$ cat config.mk
export PLATFORM = sky130hd
export DESIGN_NAME = fsp_queue
export DESIGN_NICKNAME = d
export VERILOG_FILES = /design/src/hdl/fsp_pkg.sv /design/src/hdl/fsp_queue.sv
export SDC_FILE = /design/constraint.sdc
export NUM_CORES = 1
export LEC_CHECK = 0
export BUFFER_PORTS_ARGS = -buffer_cell sky130_fd_sc_hd__buf_2
export CORE_AREA = 2 2 207 209
export DETAILED_ROUTE_END_ITERATION = 12
export DIE_AREA = 0 0 209 211
export GPL_TIMING_DRIVEN = 0
export SLEW_MARGIN = 25
export SYNTH_ARGS = -nofsm -noshare
export SYNTH_HDL_FRONTEND = slang
export SYNTH_SLANG_ARGS = --single-unit
$ cat constraint.sdc
create_clock -name i_clk -period 3.05 [get_ports i_clk]
set_clock_uncertainty 0.15 [all_clocks]
set_input_delay 0.1525 -clock i_clk [delete_from_list [all_inputs] [get_ports i_clk]]
set_output_delay 0.1525 -clock i_clk [all_outputs]
set_load 0.005 [all_outputs]
$ cat src/hdl/fsp_pkg.sv
// Shared types, codes and a helper function for the framebuffer scan-out palette unit.
package fsp_pkg;

    // Palette geometry.
    localparam int unsigned PAL_ENTRIES = 256;
    localparam int unsigned PAL_AW      = $clog2(PAL_ENTRIES);

    // Depth of the queue between the front and the back part.
    localparam int unsigned QUEUE_DEPTH = 4;
    localparam int unsigned QUEUE_AW    = $clog2(QUEUE_DEPTH);

    // Configuration port address width (seven registers at 4-byte spacing).
    localparam int unsigned APB_AW = 5;

    // Placement biases and the opaque alpha byte.
    localparam logic [31:0] X_BIAS       = 32'd96;
    localparam logic [31:0] Y_BIAS       = 32'd8;
    localparam logic [7:0]  ALPHA_OPAQUE = 8'hFF;

    // Request modes.
    typedef enum logic [1:0] {
        MODE_SET_INDEX = 2'd0,
        MODE_WRITE_PAL = 2'd1,
        MODE_PIXEL     = 2'd2
    } t_mode;

    // Pixel formats that draw; the other codes draw nothing.
    typedef enum logic [1:0] {
        FMT_INDEXED = 2'd0,
        FMT_RGB555  = 2'd2
    } t_fmt;

    // Configuration register indexes.
    typedef enum logic [2:0] {
        REG_X_OFFSET     = 3'd0,
        REG_SRC_WIDTH    = 3'd1,
        REG_Y_OFFSET     = 3'd2,
        REG_SRC_HEIGHT   = 3'd3,
        REG_LINE_STRIDE  = 3'd4,
        REG_BASE_ADDRESS = 3'd5,
        REG_PIXEL_FORMAT = 3'd6
    } t_reg_idx;

    // Operation that the back part carries out for one request.
    typedef enum logic [1:0] {
        OP_NONE    = 2'd0,
        OP_PAL_WR  = 2'd1,
        OP_PIX_IDX = 2'd2,
        OP_PIX_RGB = 2'd3
    } t_op;

    // Configuration registers as seen by the datapath.
    typedef struct packed {
        logic [31:0] x_offset;
        logic [31:0] src_width;
        logic [31:0] y_offset;
        logic [31:0] src_height;
        logic [31:0] line_stride;
        logic [31:0] base_address;
        logic [1:0]  pixel_format;
    } t_cfg;

    // One classified request in the queue.
    typedef struct packed {
        t_op         op;
        logic [7:0]  pal_addr;
        logic [31:0] pal_data;
        logic [9:0]  x;
        logic [8:0]  y;
        logic [15:0] pix;
        logic [9:0]  dx;
        logic [8:0]  dy;
        logic        draw;
    } t_qent;

    // One result.
    typedef struct packed {
        logic [31:0] fetch_address;
        logic [9:0]  dest_x;
        logic [8:0]  dest_y;
        logic [31:0] color;
        logic        draw_valid;
    } t_res;

    // Expand a 5-bit channel to 8 bits as c*255/31, rounded down. The divide by 31 is a
    // multiply by 33826/2^20, which gives the exact quotient for every 5-bit input.
    function automatic logic [7:0] expand5(input logic [4:0] c);
        logic [12:0] prod;
        logic [28:0] scaled;
        prod   = 13'(c) * 13'd255;
        scaled = 29'(prod) * 29'd33826;
        return scaled[27:20];
    endfunction

endpackage

$ cat src/hdl/fsp_queue.sv
// Short queue between the front and the back part.
module fsp_queue (
    input  logic           i_clk,
    input  logic           i_rst_n,
    input  logic           i_push,
    input  fsp_pkg::t_qent i_push_data,
    input  logic           i_pop,
    output logic           o_full,
    output logic           o_head_vld,
    output fsp_pkg::t_qent o_head
);
    import fsp_pkg::*;

    t_qent               r_mem [QUEUE_DEPTH];
    logic [QUEUE_AW-1:0] r_wr_ptr;
    logic [QUEUE_AW-1:0] r_rd_ptr;
    logic [QUEUE_AW:0]   r_cnt;

    assign o_full     = (r_cnt == (QUEUE_AW + 1)'(QUEUE_DEPTH));
    assign o_head_vld = (r_cnt != '0);
    assign o_head     = r_mem[r_rd_ptr];

    // Entry storage.
    always_ff @(posedge i_clk) begin
        if (i_push) begin
            r_mem[r_wr_ptr] <= i_push_data;
        end
    end

    // Pointers and fill count.
    always_ff @(posedge i_clk) begin
        if (!i_rst_n) begin
            r_wr_ptr <= '0;
            r_rd_ptr <= '0;
            r_cnt    <= '0;
        end else begin
            if (i_push) begin
                r_wr_ptr <= r_wr_ptr + 1'b1;
            end
            if (i_pop) begin
                r_rd_ptr <= r_rd_ptr + 1'b1;
            end
            case ({i_push, i_pop})
                2'b10:   r_cnt <= r_cnt + 1'b1;
                2'b01:   r_cnt <= r_cnt - 1'b1;
                default: r_cnt <= r_cnt;
            endcase
        end
    end

endmodule

After elaboration in Yosys (flattened, before gate mapping)
Memory sizes are Yosys's and may differ from the RTL's. A register that Yosys moved wholly into a read port is not among the register bits.
Index checks and enable logic that the tools add are counted.
{"block": "totals", "ff_bits": 7, "ramBits": 388, "in_bits": 101, "out_inout_bits": 99, "word_cells": 18, "memories": 1}
{"memory": "r_mem", "depth": 4, "width": 97, "rd": 1, "rd_ports_with_merged_regs": 1, "wr": 1, "line": "fsp_queue.sv:14", "source": "t_qent r_mem [QUEUE_DEPTH];"}
{"block": "classes", "add_sub_neg": 4, "eq_ne": 3, "n_mux": 5, "n_reduce_logical": 2}
{"op": "case mux 3 bit (2 select lines)", "n": 1}
{"op": "adder 2 x 1 -> 2 bit (second input constant)", "n": 2}
{"op": "two-way mux 2 bit", "n": 2}
{"op": "adder 3 x 1 -> 3 bit (second input constant)", "n": 1}
{"op": "equality test 3 bit (second input constant)", "n": 1}
{"op": "nonzero test 3 bit", "n": 1}
{"op": "subtractor 3 x 1 -> 3 bit (second input constant)", "n": 1}
{"op": "equality test 2 x 1 -> 1 bit (second input constant)", "n": 1}
{"op": "equality test 2 bit (second input constant)", "n": 1}
{"op": "two-way mux 1 bit", "n": 2}
{"op": "nonzero test 2 bit", "n": 1}

Logic depth before layout (Yosys ltp)
{"block": "depth", "ltp_word": 3, "depth_mapped": 7}

Worst setup path before layout
OpenSTA, ideal clock, no wires.
{"block": "synth_path", "path_kind": "reg2reg", "start": "register r_wr_ptr[0]", "end": "memory r_mem[0][0] (netlist bit), enable pin", "t_arrival_ns": 2.785, "required_ns": 2.434, "path_slack_ns": -0.351, "path_stages_with_launch": 4, "path_cell_list": "dfxtp_1 inv_1 ha_1 and2_1"}
{"element": "from (decl)", "line": "fsp_queue.sv:15", "source": "logic [QUEUE_AW-1:0] r_wr_ptr;"}
{"element": "from (signal assigned)", "line": "fsp_queue.sv:38", "source": "r_wr_ptr <= r_wr_ptr + 1'b1;"}
{"element": "to (decl)", "line": "fsp_queue.sv:14"}
No word-level cell before the write port.

==> flow_summary.json <==
{
  "ys_seq_elements": 397,
  "dp_worst_setup_slack_ns": 0.786,
  "dieArea_sq_um": 44100,
  "drc_errors": 0,
  "synth_cell_types": 21,
  "yosys.area.top_type": "edfxtp_1",
  "cts_buffer_depth": 3,
  "finalSetupViolations": 0,
  "cp.arrival_ns": 2.41,
  "antenna_left": 0,
  "r2r_start": "r_wr_ptr[0]",
  "wl_um": 29200,
  "cts_root_buffer": "clkbuf_16",
  "syn_inst": 553,
  "place_inst": 1299,
  "ios": 200,
  "chipWidth_um": 209,
  "synth_flop_cell": "edfxtp_1",
  "r2r_cells": 5,
  "hold_violations": 0,
  "async_reset_ff_share_pct": 0,
  "cap_violations": 0,
  "grt_max_degree": 41,
  "place_area_sq_um": 16300,
  "track_usage_pct": 13.3,
  "clock_latency_ns": 0.54,
  "vias": 6840,
  "ys_top_cells_by_count": "edfxtp_1 (388), mux4_2 (97), buf_2 (11)",
  "initial_core_util_pct": 34.6,
  "rsz0062_at_grt": "no",
  "firstDrtPassIters": 4,
  "hold_class": "in -> reg",
  "synth_edf_count": 388,
  "clkTransAtPathRegs_ns": 0.06,
  "slew_headroom_pct": 42.3,
  "synth_fp_nets": 660,
  "area_growth_pct": 29.0,
  "worst_slack_ns": 0.342,
  "post-route-period-util_pct": 88.8,
  "crit_top_cell": "buf_2",
  "period_needed_ns": 2.71,
  "fmax_ghz": 0.369,
  "avgSynthCellArea_sq_um": 26.1,
  "slew_violations": 0,
  "die_h_um": 211,
  "yosysSeqAreaShare_pct": 81.9,
  "ys_warn_count": 0,
  "synthesis.area_sq_um": 14400,
  "min_to": "r_mem[3][22]",
  "clkSinkCount": 397,
  "r2r_slack_ns": 0.90,
  "outcome": "completed",
  "hold_slack_ns": 0.203,
  "crit_path_end_kind": "output pin",
  "gp_congestion": 0.648,
  "synth_top_area_share_pct": 80.7,
  "critPathRequiredTime_ns": 2.75,
  "worstPathMaxFanout": 10,
  "drive_gt1_share_pct": 40.8,
  "finalSetupTns_ns": 0,
  "dp_hpwl_um": 17800,
  "max-vdd-ir-drop_mv": 0.473,
  "min_path_cells": 2,
  "fin_nets": 1012,
  "start_kind": "flop",
  "portBuffers": 199,
  "design.core.area_sq_um": 41800,
  "crit_type": "reg -> out",
  "row_count": 75,
  "wire_per_inst_um": 19.8,
  "grt_pass1_wl_um": 43800,
  "vias_per_cell": 4.63,
  "yosys-top-cells-area": "edfxtp_1 (81%), mux4_2 (15%), dfxtp_1 (1.2%), and2_1 (0.43%), ha_1 (0.43%)",
  "cp_cell_sequence": "buf_2 -> clkbuf_1 -> mux4_2 -> buf_2",
  "design_area_sq_um": 18600,
  "synth_most_common_cell": "edfxtp_1",
  "slowest_delay_ns": 0.69,
  "htree_num_levels": 2,
  "drt_iter0_markers": 298,
  "grt_pass1_vias": 7508,
  "n_antenna_cell": 0,
  "timing.rr.end": "r_mem[0][89]",
  "critPathSlowestCell": "clkbuf_1",
  "final_cell_count_no_fill": 1476,
  "antenna_found_initial": 0,
  "grt_overflow": 0,
  "p_leak_uw": 0.00631,
  "power_density_nw_per_um2": 663,
  "timing_worst_slew_pin_value_ns": 0.865,
  "min-delay-start": "i_push_data[22]",
  "cts_tree": "built",
  "numCtsBuffers": 43
}
[repair_timing]
item | in CTS | in global routing
resized for setup | 0 | 0
hold endpoints to repair | 397 | 0
hold buffers | 100 | 0
setup buffers | 0 | 0
endpoints found under the setup margin | 0 | 0
[report_power, final]
group,internal (uW),switching (uW)
Sequential,6260,53.2
Clock,2780,2030
Combinational,633,594
[worst max-delay path: cells and delay by family (launching register included)]
kind,cells,cell delay (ns)
muxes,1,0.42
buffers and inverters,3,1.13
DFF,1,0.30
[flip-flops by register name, indices dropped and copies added (netlist names), named ones only]
| signal | flops |
|---|---|
| r_wr_ptr | 2 |
| r_rd_ptr | 2 |
| r_mem | 388 |
| r_cnt | 3 |
[layer usage]
metal,part of all wire (%),vias to the layer above,wire [um],GRT usage (%)
li1,-,3078,-,-
met1,43,3545,12600,16.7
met2,49,168,14400,22.6
met3,5.5,49,1600,3.39
met4,2.4,0,713,4.78
met5,0,-,0,0
[cell families after synthesis]
logic type	Yosys count	share of synthesized area (%)
flip-flops	397	81.9
multiplexers	98	15.2
buffers and inverters	28	1.22
AO/OA/AOI/OAI	3	0.121
XOR/XNOR	5	0.303
AND/OR/NAND/NOR	16	0.659
adder cells (fa/ha/maj)	6	0.572
[through the flow]
step | utilization, % | power [uW]
after CTS | 44.6 | 12600
after global routing | 44.6 | 12800
final | 44.6 | 12400
after global placement | 38.6 | 7550
after detailed placement | 39.1 | 7600
after floorplan | - | 7030
[cells in the final DEF (no fill, tap or decap)]
cell type      netlist  final
clkbuf_16            0     45
inv_1                6      6
dlygate4sd3_1        0    100
or3_1                2      2
clkinv_1             0      7
buf_12               1      3
a21boi_0             1      1
and2_4               0      4
mux4_2              97     97
buf_16               0      6
clkinvlp_4           0      6
mux2i_1              1      1
ha_1                 5      5
buf_6                1      1
dfxtp_1              9      9
xnor2_1              2      2
xor2_1               3      3
buf_2               11    210
nor2b_1              1      1
nand2_1              2      2
and3_1               1      1
o21ai_0              2      2
clkbuf_1             6     18
buf_8                3      3
edfxtp_1           388    388
and2_1              10      6
clkinv_2             0      6
bufinv_16            0      1
fa_1                 1      1
[how the worst max path moves through the flow]
| stage | to | cells past startpoint | slack, ns | startpoint |
|---|---|---|---|---|
| finish | o_head[86] | 4 | 0.34 | flop |
| global route | o_head[81] | 4 | 0.17 | flop |
| CTS | o_head[86] | 4 | 0.18 | flop |
| detailed placement | o_head[86] | 4 | 0.79 | flop |
| global placement | r_mem[1][75] | 2 | -0.41 | r_wr_ptr[0] |
| floorplan | r_mem[2][0] | 3 | 0.72 | r_wr_ptr[0] |
[cell type report]
type | count | area [sq um]
buffer | 22 | 154
clock buffer | 57 | 1170
clock inverter | 20 | 131
fill | 3556 | 23100
inverter | 6 | 22.5
multi-input combinational | 128 | 2440
sequential | 397 | 11800
tap | 539 | 674
timing repair buffer | 307 | 2200
(Power assumes the default switching activity.)
