`src/hdl/fsp_pkg.sv`:
```
// Shared types, codes and a helper function for the framebuffer scan-out palette unit.
package fsp_pkg;

    // Palette geometry.
    localparam int unsigned PAL_ENTRIES = 256;
    localparam int unsigned PAL_AW      = $clog2(PAL_ENTRIES);

    // Depth of the queue between the front and the back part.
    localparam int unsigned QUEUE_DEPTH = 4;
    localparam int unsigned QUEUE_AW    = $clog2(QUEUE_DEPTH);

    // Configuration port address width (seven registers at 4-byte spacing).
    localparam int unsigned APB_AW = 5;

    // Placement biases and the opaque alpha byte.
    localparam logic [31:0] X_BIAS       = 32'd96;
    localparam logic [31:0] Y_BIAS       = 32'd8;
    localparam logic [7:0]  ALPHA_OPAQUE = 8'hFF;

    // Request modes.
    typedef enum logic [1:0] {
        MODE_SET_INDEX = 2'd0,
        MODE_WRITE_PAL = 2'd1,
        MODE_PIXEL     = 2'd2
    } t_mode;

    // Pixel formats that draw; the other codes draw nothing.
    typedef enum logic [1:0] {
        FMT_INDEXED = 2'd0,
        FMT_RGB555  = 2'd2
    } t_fmt;

    // Configuration register indexes.
    typedef enum logic [2:0] {
        REG_X_OFFSET     = 3'd0,
        REG_SRC_WIDTH    = 3'd1,
        REG_Y_OFFSET     = 3'd2,
        REG_SRC_HEIGHT   = 3'd3,
        REG_LINE_STRIDE  = 3'd4,
        REG_BASE_ADDRESS = 3'd5,
        REG_PIXEL_FORMAT = 3'd6
    } t_reg_idx;

    // Operation that the back part carries out for one request.
    typedef enum logic [1:0] {
        OP_NONE    = 2'd0,
        OP_PAL_WR  = 2'd1,
        OP_PIX_IDX = 2'd2,
        OP_PIX_RGB = 2'd3
    } t_op;

    // Configuration registers as seen by the datapath.
    typedef struct packed {
        logic [31:0] x_offset;
        logic [31:0] src_width;
        logic [31:0] y_offset;
        logic [31:0] src_height;
        logic [31:0] line_stride;
        logic [31:0] base_address;
        logic [1:0]  pixel_format;
    } t_cfg;

    // One classified request in the queue.
    typedef struct packed {
        t_op         op;
        logic [7:0]  pal_addr;
        logic [31:0] pal_data;
        logic [9:0]  x;
        logic [8:0]  y;
        logic [15:0] pix;
        logic [9:0]  dx;
        logic [8:0]  dy;
        logic        draw;
    } t_qent;

    // One result.
    typedef struct packed {
        logic [31:0] fetch_address;
        logic [9:0]  dest_x;
        logic [8:0]  dest_y;
        logic [31:0] color;
        logic        draw_valid;
    } t_res;

    // Expand a 5-bit channel to 8 bits as c*255/31, rounded down. The divide by 31 is a
    // multiply by 33826/2^20, which gives the exact quotient for every 5-bit input.
    function automatic logic [7:0] expand5(input logic [4:0] c);
        logic [12:0] prod;
        logic [28:0] scaled;
        prod   = 13'(c) * 13'd255;
        scaled = 29'(prod) * 29'd33826;
        return scaled[27:20];
    endfunction

endpackage

```
`src/hdl/fsp_if.sv`:
```
// Request and result channel interfaces of the scan-out palette unit.
interface fsp_req_if;
    logic        valid;
    logic        ready;
    logic [1:0]  mode;
    logic [31:0] write_data;
    logic [31:0] write_mask;
    logic [9:0]  src_x;
    logic [8:0]  src_y;
    logic [15:0] pixel_value;

    modport source(output valid, mode, write_data, write_mask, src_x, src_y, pixel_value,
                   input ready);
    modport sink(input valid, mode, write_data, write_mask, src_x, src_y, pixel_value,
                 output ready);
endinterface


```
`src/hdl/fsp_front.sv`:
```
// Front part: accepts requests, keeps the palette index and classifies each request.
module fsp_front #(
    parameter int unsigned DISPLAY_WIDTH  = 854,
    parameter int unsigned DISPLAY_HEIGHT = 480
) (
    input  logic          i_clk,
    input  logic          i_rst_n,
    fsp_req_if.sink       i_req,
    input  fsp_pkg::t_cfg i_cfg,
    input  logic          i_full,
    output logic          o_push,
    output fsp_pkg::t_qent o_push_data
);
    import fsp_pkg::*;

    logic [7:0]  r_pal_idx;
    logic [7:0]  n_pal_idx;
    logic [31:0] w_masked;
    logic [31:0] w_dx;
    logic [31:0] w_dy;
    logic        w_in_src;
    logic        w_in_disp;

    // A request is taken whenever the queue has room.
    assign i_req.ready = !i_full;
    assign o_push      = i_req.valid && !i_full;

    // Placement, clipping and operation decode.
    always_comb begin
        w_masked  = i_req.write_data & i_req.write_mask;
        w_dx      = 32'(i_req.src_x) + i_cfg.x_offset - X_BIAS;
        w_dy      = 32'(i_req.src_y) + i_cfg.y_offset - Y_BIAS;
        w_in_src  = (32'(i_req.src_x) < i_cfg.src_width)
                 && (32'(i_req.src_x) < 32'(DISPLAY_WIDTH))
                 && (32'(i_req.src_y) < i_cfg.src_height)
                 && (32'(i_req.src_y) < 32'(DISPLAY_HEIGHT));
        w_in_disp = (w_dx < 32'(DISPLAY_WIDTH)) && (w_dy < 32'(DISPLAY_HEIGHT));

        o_push_data.pal_addr = r_pal_idx;
        o_push_data.pal_data = {ALPHA_OPAQUE, w_masked[7:0], w_masked[15:8], w_masked[23:16]};
        o_push_data.x        = i_req.src_x;
        o_push_data.y        = i_req.src_y;
        o_push_data.pix      = i_req.pixel_value;
        o_push_data.dx       = w_dx[9:0];
        o_push_data.dy       = w_dy[8:0];
        o_push_data.draw     = w_in_src && w_in_disp;

        n_pal_idx = r_pal_idx;
        case (t_mode'(i_req.mode))
            MODE_SET_INDEX: begin
                o_push_data.op = OP_NONE;
                n_pal_idx = (r_pal_idx & ~i_req.write_mask[7:0])
                          | (i_req.write_data[7:0] & i_req.write_mask[7:0]);
            end
            MODE_WRITE_PAL: begin
                o_push_data.op = OP_PAL_WR;
                n_pal_idx = r_pal_idx + 8'd1;
            end
            MODE_PIXEL: begin
                case (t_fmt'(i_cfg.pixel_format))
                    FMT_INDEXED: o_push_data.op = OP_PIX_IDX;
                    FMT_RGB555:  o_push_data.op = OP_PIX_RGB;
                    default:     o_push_data.op = OP_NONE;
                endcase
            end
            default: begin
                o_push_data.op = OP_NONE;
            end
        endcase
    end

    // Palette index register.
    always_ff @(posedge i_clk) begin
        if (!i_rst_n) begin
            r_pal_idx <= '0;
        end else if (o_push) begin
            r_pal_idx <= n_pal_idx;
        end
    end

endmodule

```
`src/flat_wrapper.sv`:
```
// flat-port wrapper written by rule: the top's interface ports become plain ports
module fsp_front_flat import fsp_pkg::*;
#(
    parameter int unsigned DISPLAY_WIDTH  = 854,
    parameter int unsigned DISPLAY_HEIGHT = 480
)
  (i_clk, i_rst_n, i_cfg, i_full, o_push, o_push_data, i_req_valid, i_req_mode, i_req_write_data, i_req_write_mask, i_req_src_x, i_req_src_y, i_req_pixel_value, i_req_ready);
  fsp_req_if i_req_i ();
  input  logic i_clk;
  input  logic i_rst_n;
  input  fsp_pkg::t_cfg i_cfg;
  input  logic i_full;
  output logic o_push;
  output fsp_pkg::t_qent o_push_data;
  input wire logic [$bits(i_req_i.valid)-1:0] i_req_valid;
  input wire logic [$bits(i_req_i.mode)-1:0] i_req_mode;
  input wire logic [$bits(i_req_i.write_data)-1:0] i_req_write_data;
  input wire logic [$bits(i_req_i.write_mask)-1:0] i_req_write_mask;
  input wire logic [$bits(i_req_i.src_x)-1:0] i_req_src_x;
  input wire logic [$bits(i_req_i.src_y)-1:0] i_req_src_y;
  input wire logic [$bits(i_req_i.pixel_value)-1:0] i_req_pixel_value;
  output wire logic [$bits(i_req_i.ready)-1:0] i_req_ready;
  assign i_req_i.valid = i_req_valid;
  assign i_req_i.mode = i_req_mode;
  assign i_req_i.write_data = i_req_write_data;
  assign i_req_i.write_mask = i_req_write_mask;
  assign i_req_i.src_x = i_req_src_x;
  assign i_req_i.src_y = i_req_src_y;
  assign i_req_i.pixel_value = i_req_pixel_value;
  assign i_req_ready = i_req_i.ready;
  fsp_front #(.DISPLAY_WIDTH(DISPLAY_WIDTH), .DISPLAY_HEIGHT(DISPLAY_HEIGHT)) u_core (.i_clk(i_clk), .i_rst_n(i_rst_n), .i_req(i_req_i), .i_cfg(i_cfg), .i_full(i_full), .o_push(o_push), .o_push_data(o_push_data));
endmodule
```
`config.mk`:
```
export PLATFORM = sky130hd
export DESIGN_NAME = fsp_front_flat
export DESIGN_NICKNAME = d
export VERILOG_FILES = /design/src/hdl/fsp_pkg.sv /design/src/hdl/fsp_if.sv /design/src/hdl/fsp_front.sv /design/src/flat_wrapper.sv
export SDC_FILE = /design/constraint.sdc
export NUM_CORES = 1
export LEC_CHECK = 0
export ABC_AREA = 1
export BUFFER_PORTS_ARGS = -buffer_cell sky130_fd_sc_hd__buf_2
export CORE_ASPECT_RATIO = 1.25
export CORE_MARGIN = 2
export CORE_UTILIZATION = 30
export DETAILED_ROUTE_END_ITERATION = 6
export HOLD_SLACK_MARGIN = 0.12
export SYNTH_ARGS = -nofsm -noshare
export SYNTH_HDL_FRONTEND = slang
export SYNTH_SLANG_ARGS = --single-unit
```
`constraint.sdc`:
```
create_clock -name i_clk -period 2.23 [get_ports i_clk]
set_input_delay 0 -clock i_clk [delete_from_list [all_inputs] [get_ports i_clk]]
set_output_delay 0 -clock i_clk [all_outputs]
set_load 0.01 [all_outputs]
```
# After elaboration in Yosys (flattened, before gate mapping)
# Cells that the tools add are included.
classes:
  magnitude_cmp: 6
  bitwise_logic: 5
  n_eq_ne: 3
  mux: 3
  n_reduce_logical: 11
  addsub: 5
ops:
  columns: ["cell", "n"]
  rows:
  - ["10-bit by 32-bit adder with 32-bit output", 1]
  - ["9-bit by 32-bit adder with 32-bit output", 1]
  - ["10-bit by 32-bit < comparator with 1-bit output", 1]
  - ["32-bit by 10-bit < comparator with 1-bit output (second input constant)", 1]
  - ["32-bit by 9-bit < comparator with 1-bit output (second input constant)", 1]
  - ["9-bit by 32-bit < comparator with 1-bit output", 1]
  - ["32-bit by 4-bit subtractor with 32-bit output (second input constant)", 1]
  - ["32-bit by 7-bit subtractor with 32-bit output (second input constant)", 1]
  - ["24-bit AND", 1]
  - ["8-bit AND", 2]
  - ["8-bit one-hot mux with 2 select lines", 1]
  - ["10-bit < comparator (second input constant)", 1]
  - ["9-bit < comparator (second input constant)", 1]
  - ["8-bit by 1-bit adder with 8-bit output (second input constant)", 1]
  - ["8-bit NOT", 1]
  - ["8-bit bitwise OR", 1]
  - ["2-bit one-hot mux with 2 select lines", 2]
  - ["1-bit logical AND", 6]
  - ["2-bit == test (second input constant)", 2]
  - ["2-bit logical NOT", 2]
  - ["2-bit by 1-bit == test with 1-bit output (second input constant)", 1]
  - ["2-bit AND reduction", 1]
  - ["2-bit nonzero test", 1]
  - ["1-bit logical NOT", 1]
word_totals:
  word_cells: 34
  in_bits: 299
  output_inout_bits: 99
  reg_bits: 8

# Logic depth before layout (Yosys ltp)
logic_depth:
  word_depth: 5
  ltp_mapped: 21
  mapped_depth_nobuf: 21

# Worst setup path before layout
# No wires, ideal clock.
synth_path:
  kind: "input to output"
  from: "input i_req_src_x[1]"
  to: "output o_push_data[0] in the netlist's numbering"
  slack_ps: 228
  t_arrival_ps: 2002
  cell_stages: 19
  cell_sequence: "ha_1 -> ha_1 -> inv_1 -> fa_1 -> inv_1 -> nand3_1 -> nand2_2 -> nand2_1 -> nand2_1 -> nand2_1 -> nand2_1 -> nand3_1 -> nand2_1 -> nand2_1 -> nand2_1 -> nand3_1 -> nor2_1 -> nand3_1 -> nor2_1"
synth_rtl:
  columns: ["item", "line_no", "source"]
  rows:
  - ["start: declaration", "flat_wrapper.sv:19", "input wire logic [$bits(i_req_i.src_x)-1:0] i_req_src_x;"]
  - ["end: declaration", "flat_wrapper.sv:14", "output fsp_pkg::t_qent o_push_data;"]

==> flow_summary_export.csv <==
group,metric,value,unit
route,vias_per_cell,4.541,
sta,min_period,2.267,ns
synth,synth_warnings,0,
clock_tree,cts.sinks,8,
power,cellPowerDensity,311.3,nW/um^2
floorplanning,dieHeight,176.7,um
clock_tree,cts_made_buffers,3,
cells_and_area,layout_common_cells,"nand2_1 (449), inv_1 (357), buf_2 (274), nor2_1 (114), buf_4 (91)",
synth,synth_edf_count,0,
sta,clock.fmax,441.2,MHz
cells_and_area,finalNonFillerCells,2073,
global_route,grt_usage,18.74,%
cells_and_area,fill_cells,2607,
sta,rsz0062_at_grt,"true",
synth,syn_area_per_cell,5.004,sq um
route,dr_total_vias,9413,
worst_setup_path,end_kind,"primary output",
route,wirelength,24580,um
power,ir_drop,450.8,uV
cells_and_area,stdcell_area,10150,sq um
clock_tree,cts.path.max_buffers,2,
synth,synth-main-ff-cell,"dfxtp_1",
sta,hold_viol_final,0,
power,finalPower,3.159,mW
synth,seq_area_frac_synth,2.238,%
clock_tree,cts_tree,"done",
place,dp_worst_setup_slack,-0.3450,ns
route,drc,0,
worst_setup_path,path_class,"primary input to primary output",
run,max-cap-violations,0,
cells_and_area,syn_to_final_growth,41.83,%
floorplanning,start_util,30.36,%
cells_and_area,utilization,43.06,%
status,violations,"setup timing",
clock_tree,cts.clk_slew.worst_paths,0.04,ns
route,drtIter0Drc,387,
place,dp_hpwl,21770,um
sta,finalMaxSlewViolations,0,
synth,ys_async_sr_fraction,0,%
route,wl_per_cell,11.86,um
sta,skew,0.001032,ns
cells_and_area,mostFrequentLayoutCell,"nand2_1",
synth,synth_cell_types,37,
cells_and_area,fin_nets,2184,
route,ant_nets,0,
worst_setup_path,worstPathArrival,2.27,ns
clock_tree,root_buffer,"clkbuf_16",
sta,setup_viol,1,
worst_setup_path,crit_fanout,4,
place,io_buffers,277,
cells_and_area,antenna_cells,0,
synth,ys_ff_latch,8,
floorplanning,dieArea,25110,sq um
worst_hold_path,min_path_type,"primary input to register",
worst_setup_path,critical_path_required,2.23,ns
sta,postLayoutSetupSlackWorst,-0.03670,ns
worst_setup_path,start_kind,"primary input",
status,status,"complete, but fails checks",
clock_tree,htreeDepth,1,
synth,synth_area_leader_cell,"nand2_1",
synth,synth_top_area_share,25.60,%
place,dpl.cell_count,2046,
place,gp_congestion,0.9007,
place,dpl_cell_area,9241,sq um
clock_tree,insertion_delay,0.23,ns
synth,synth_area_leaders,"nand2_1 (26%), inv_1 (20%), ha_1 (17%)",
floorplanning,ioPinCount,398,
synth,syn-cell-area,7156,sq um
global_route,grt_max_degree,19,
global_route,grt_overflow,0,
floorplanning,rows,63,
synth,netlist_instances,1430,
sta,setup-tns-final,-0.03670,ns
power,cellLeakagePower,6.534,nW
cells_and_area,drive_above_1_share,28.97,%
sta,fin_crit_sh,101.6,%
global_route,antenna_found_initial,0,
global_route,grt_pass1_vias,8891,
floorplanning,core_area,23570,sq um
global_route,grt_pass1_wl,39200,um
floorplanning,die_x,142.1,um
route,dr.pass1.iters,5,
sta,hold_slack,0.1285,ns
[per-layer routing]
layer	part of all wire, %	vias up	wire (um)	GRT usage (%)
li1	-	4972	-	-
met1	45	4164	11040	23.62
met3	4.8	17	1171	1.190
met4	0.92	0	227	2.917
met2	49	260	12150	35.33
met5	0	-	0	0
[worst max-delay path, cell delays in order]
cell and delay (ns):
buf_8 0.10, ha_4 0.26, ha_4 0.12, inv_2 0.03, fa_2 0.34, inv_2 0.07
nand4_1 0.14, nand2_2 0.18, nand2_2 0.08, nand2_2 0.10, nand2_1 0.07, nand3_1 0.08
nand2_1 0.06, nor2_1 0.08, nand2_1 0.06, nor2_1 0.10, nand3_1 0.09, nor2_2 0.13
buf_2 0.15
[what timing repair did]
item | in CTS | in global routing
hold buffers | 17 | 0
setup endpoints to repair | 1 | 1
buffers inserted | 3 | 4
pin swaps | 31 | 51
gates resized for setup | 59 | 75
hold endpoints to repair | 18 | 0
[synth_stat cells, types with 11 or more instances]
library cell and n:
nand2_1 488, nand3_1 85, o21ai_0 24, nand2_2 19, a21oi_1 58, nor2_1 121, nor4_1 11, inv_1 373
nand4_1 25, buf_4 43, ha_1 100
[final timing paths]
path                                  endpoint  slack [ns]           startpoint  cells past startpoint
worst max-delay path            o_push_data[0]       -0.04       i_req_src_y[1]                     19
worst min-delay path                  register        0.13  i_req_write_mask[6]                      4
worst max register to register        register        0.62             register                      8
worst min register to register        register        0.55             register                      2
[final cells by class]
cell class | instances | area [sq um] | share of cell area [%]
Multi-Input combinational cell | 1008 | 5863 | 57.77
Timing Repair Buffer | 386 | 2273 | 22.40
Tap cell | 292 | 365.4 | 3.600
Inverter | 376 | 1411 | 13.91
Sequential cell | 8 | 160.2 | 1.578
Clock buffer | 3 | 75.07 | 0.7397
[cell families after synthesis]
logic type,Yosys count,synth area share (%)
buffers and inverters,421,24.34
AOI/OAI and AO/OA,103,7.956
adders and majority gates,102,18.05
other,1,0.05241
xor gates and xnor gates,11,1.346
and+or+nand+nor,784,46.02
DFF,8,2.238
[power breakdown]
group          total (mW)  leakage, nW  internal, mW  switching, mW
logic                2.70         6.43          1.18           1.52
clock network       0.308       0.0370         0.232         0.0759
registers           0.156       0.0650         0.150        0.00601
total                3.16         6.53          1.56           1.60
Note: power is estimated with default switching activity, not from simulation.
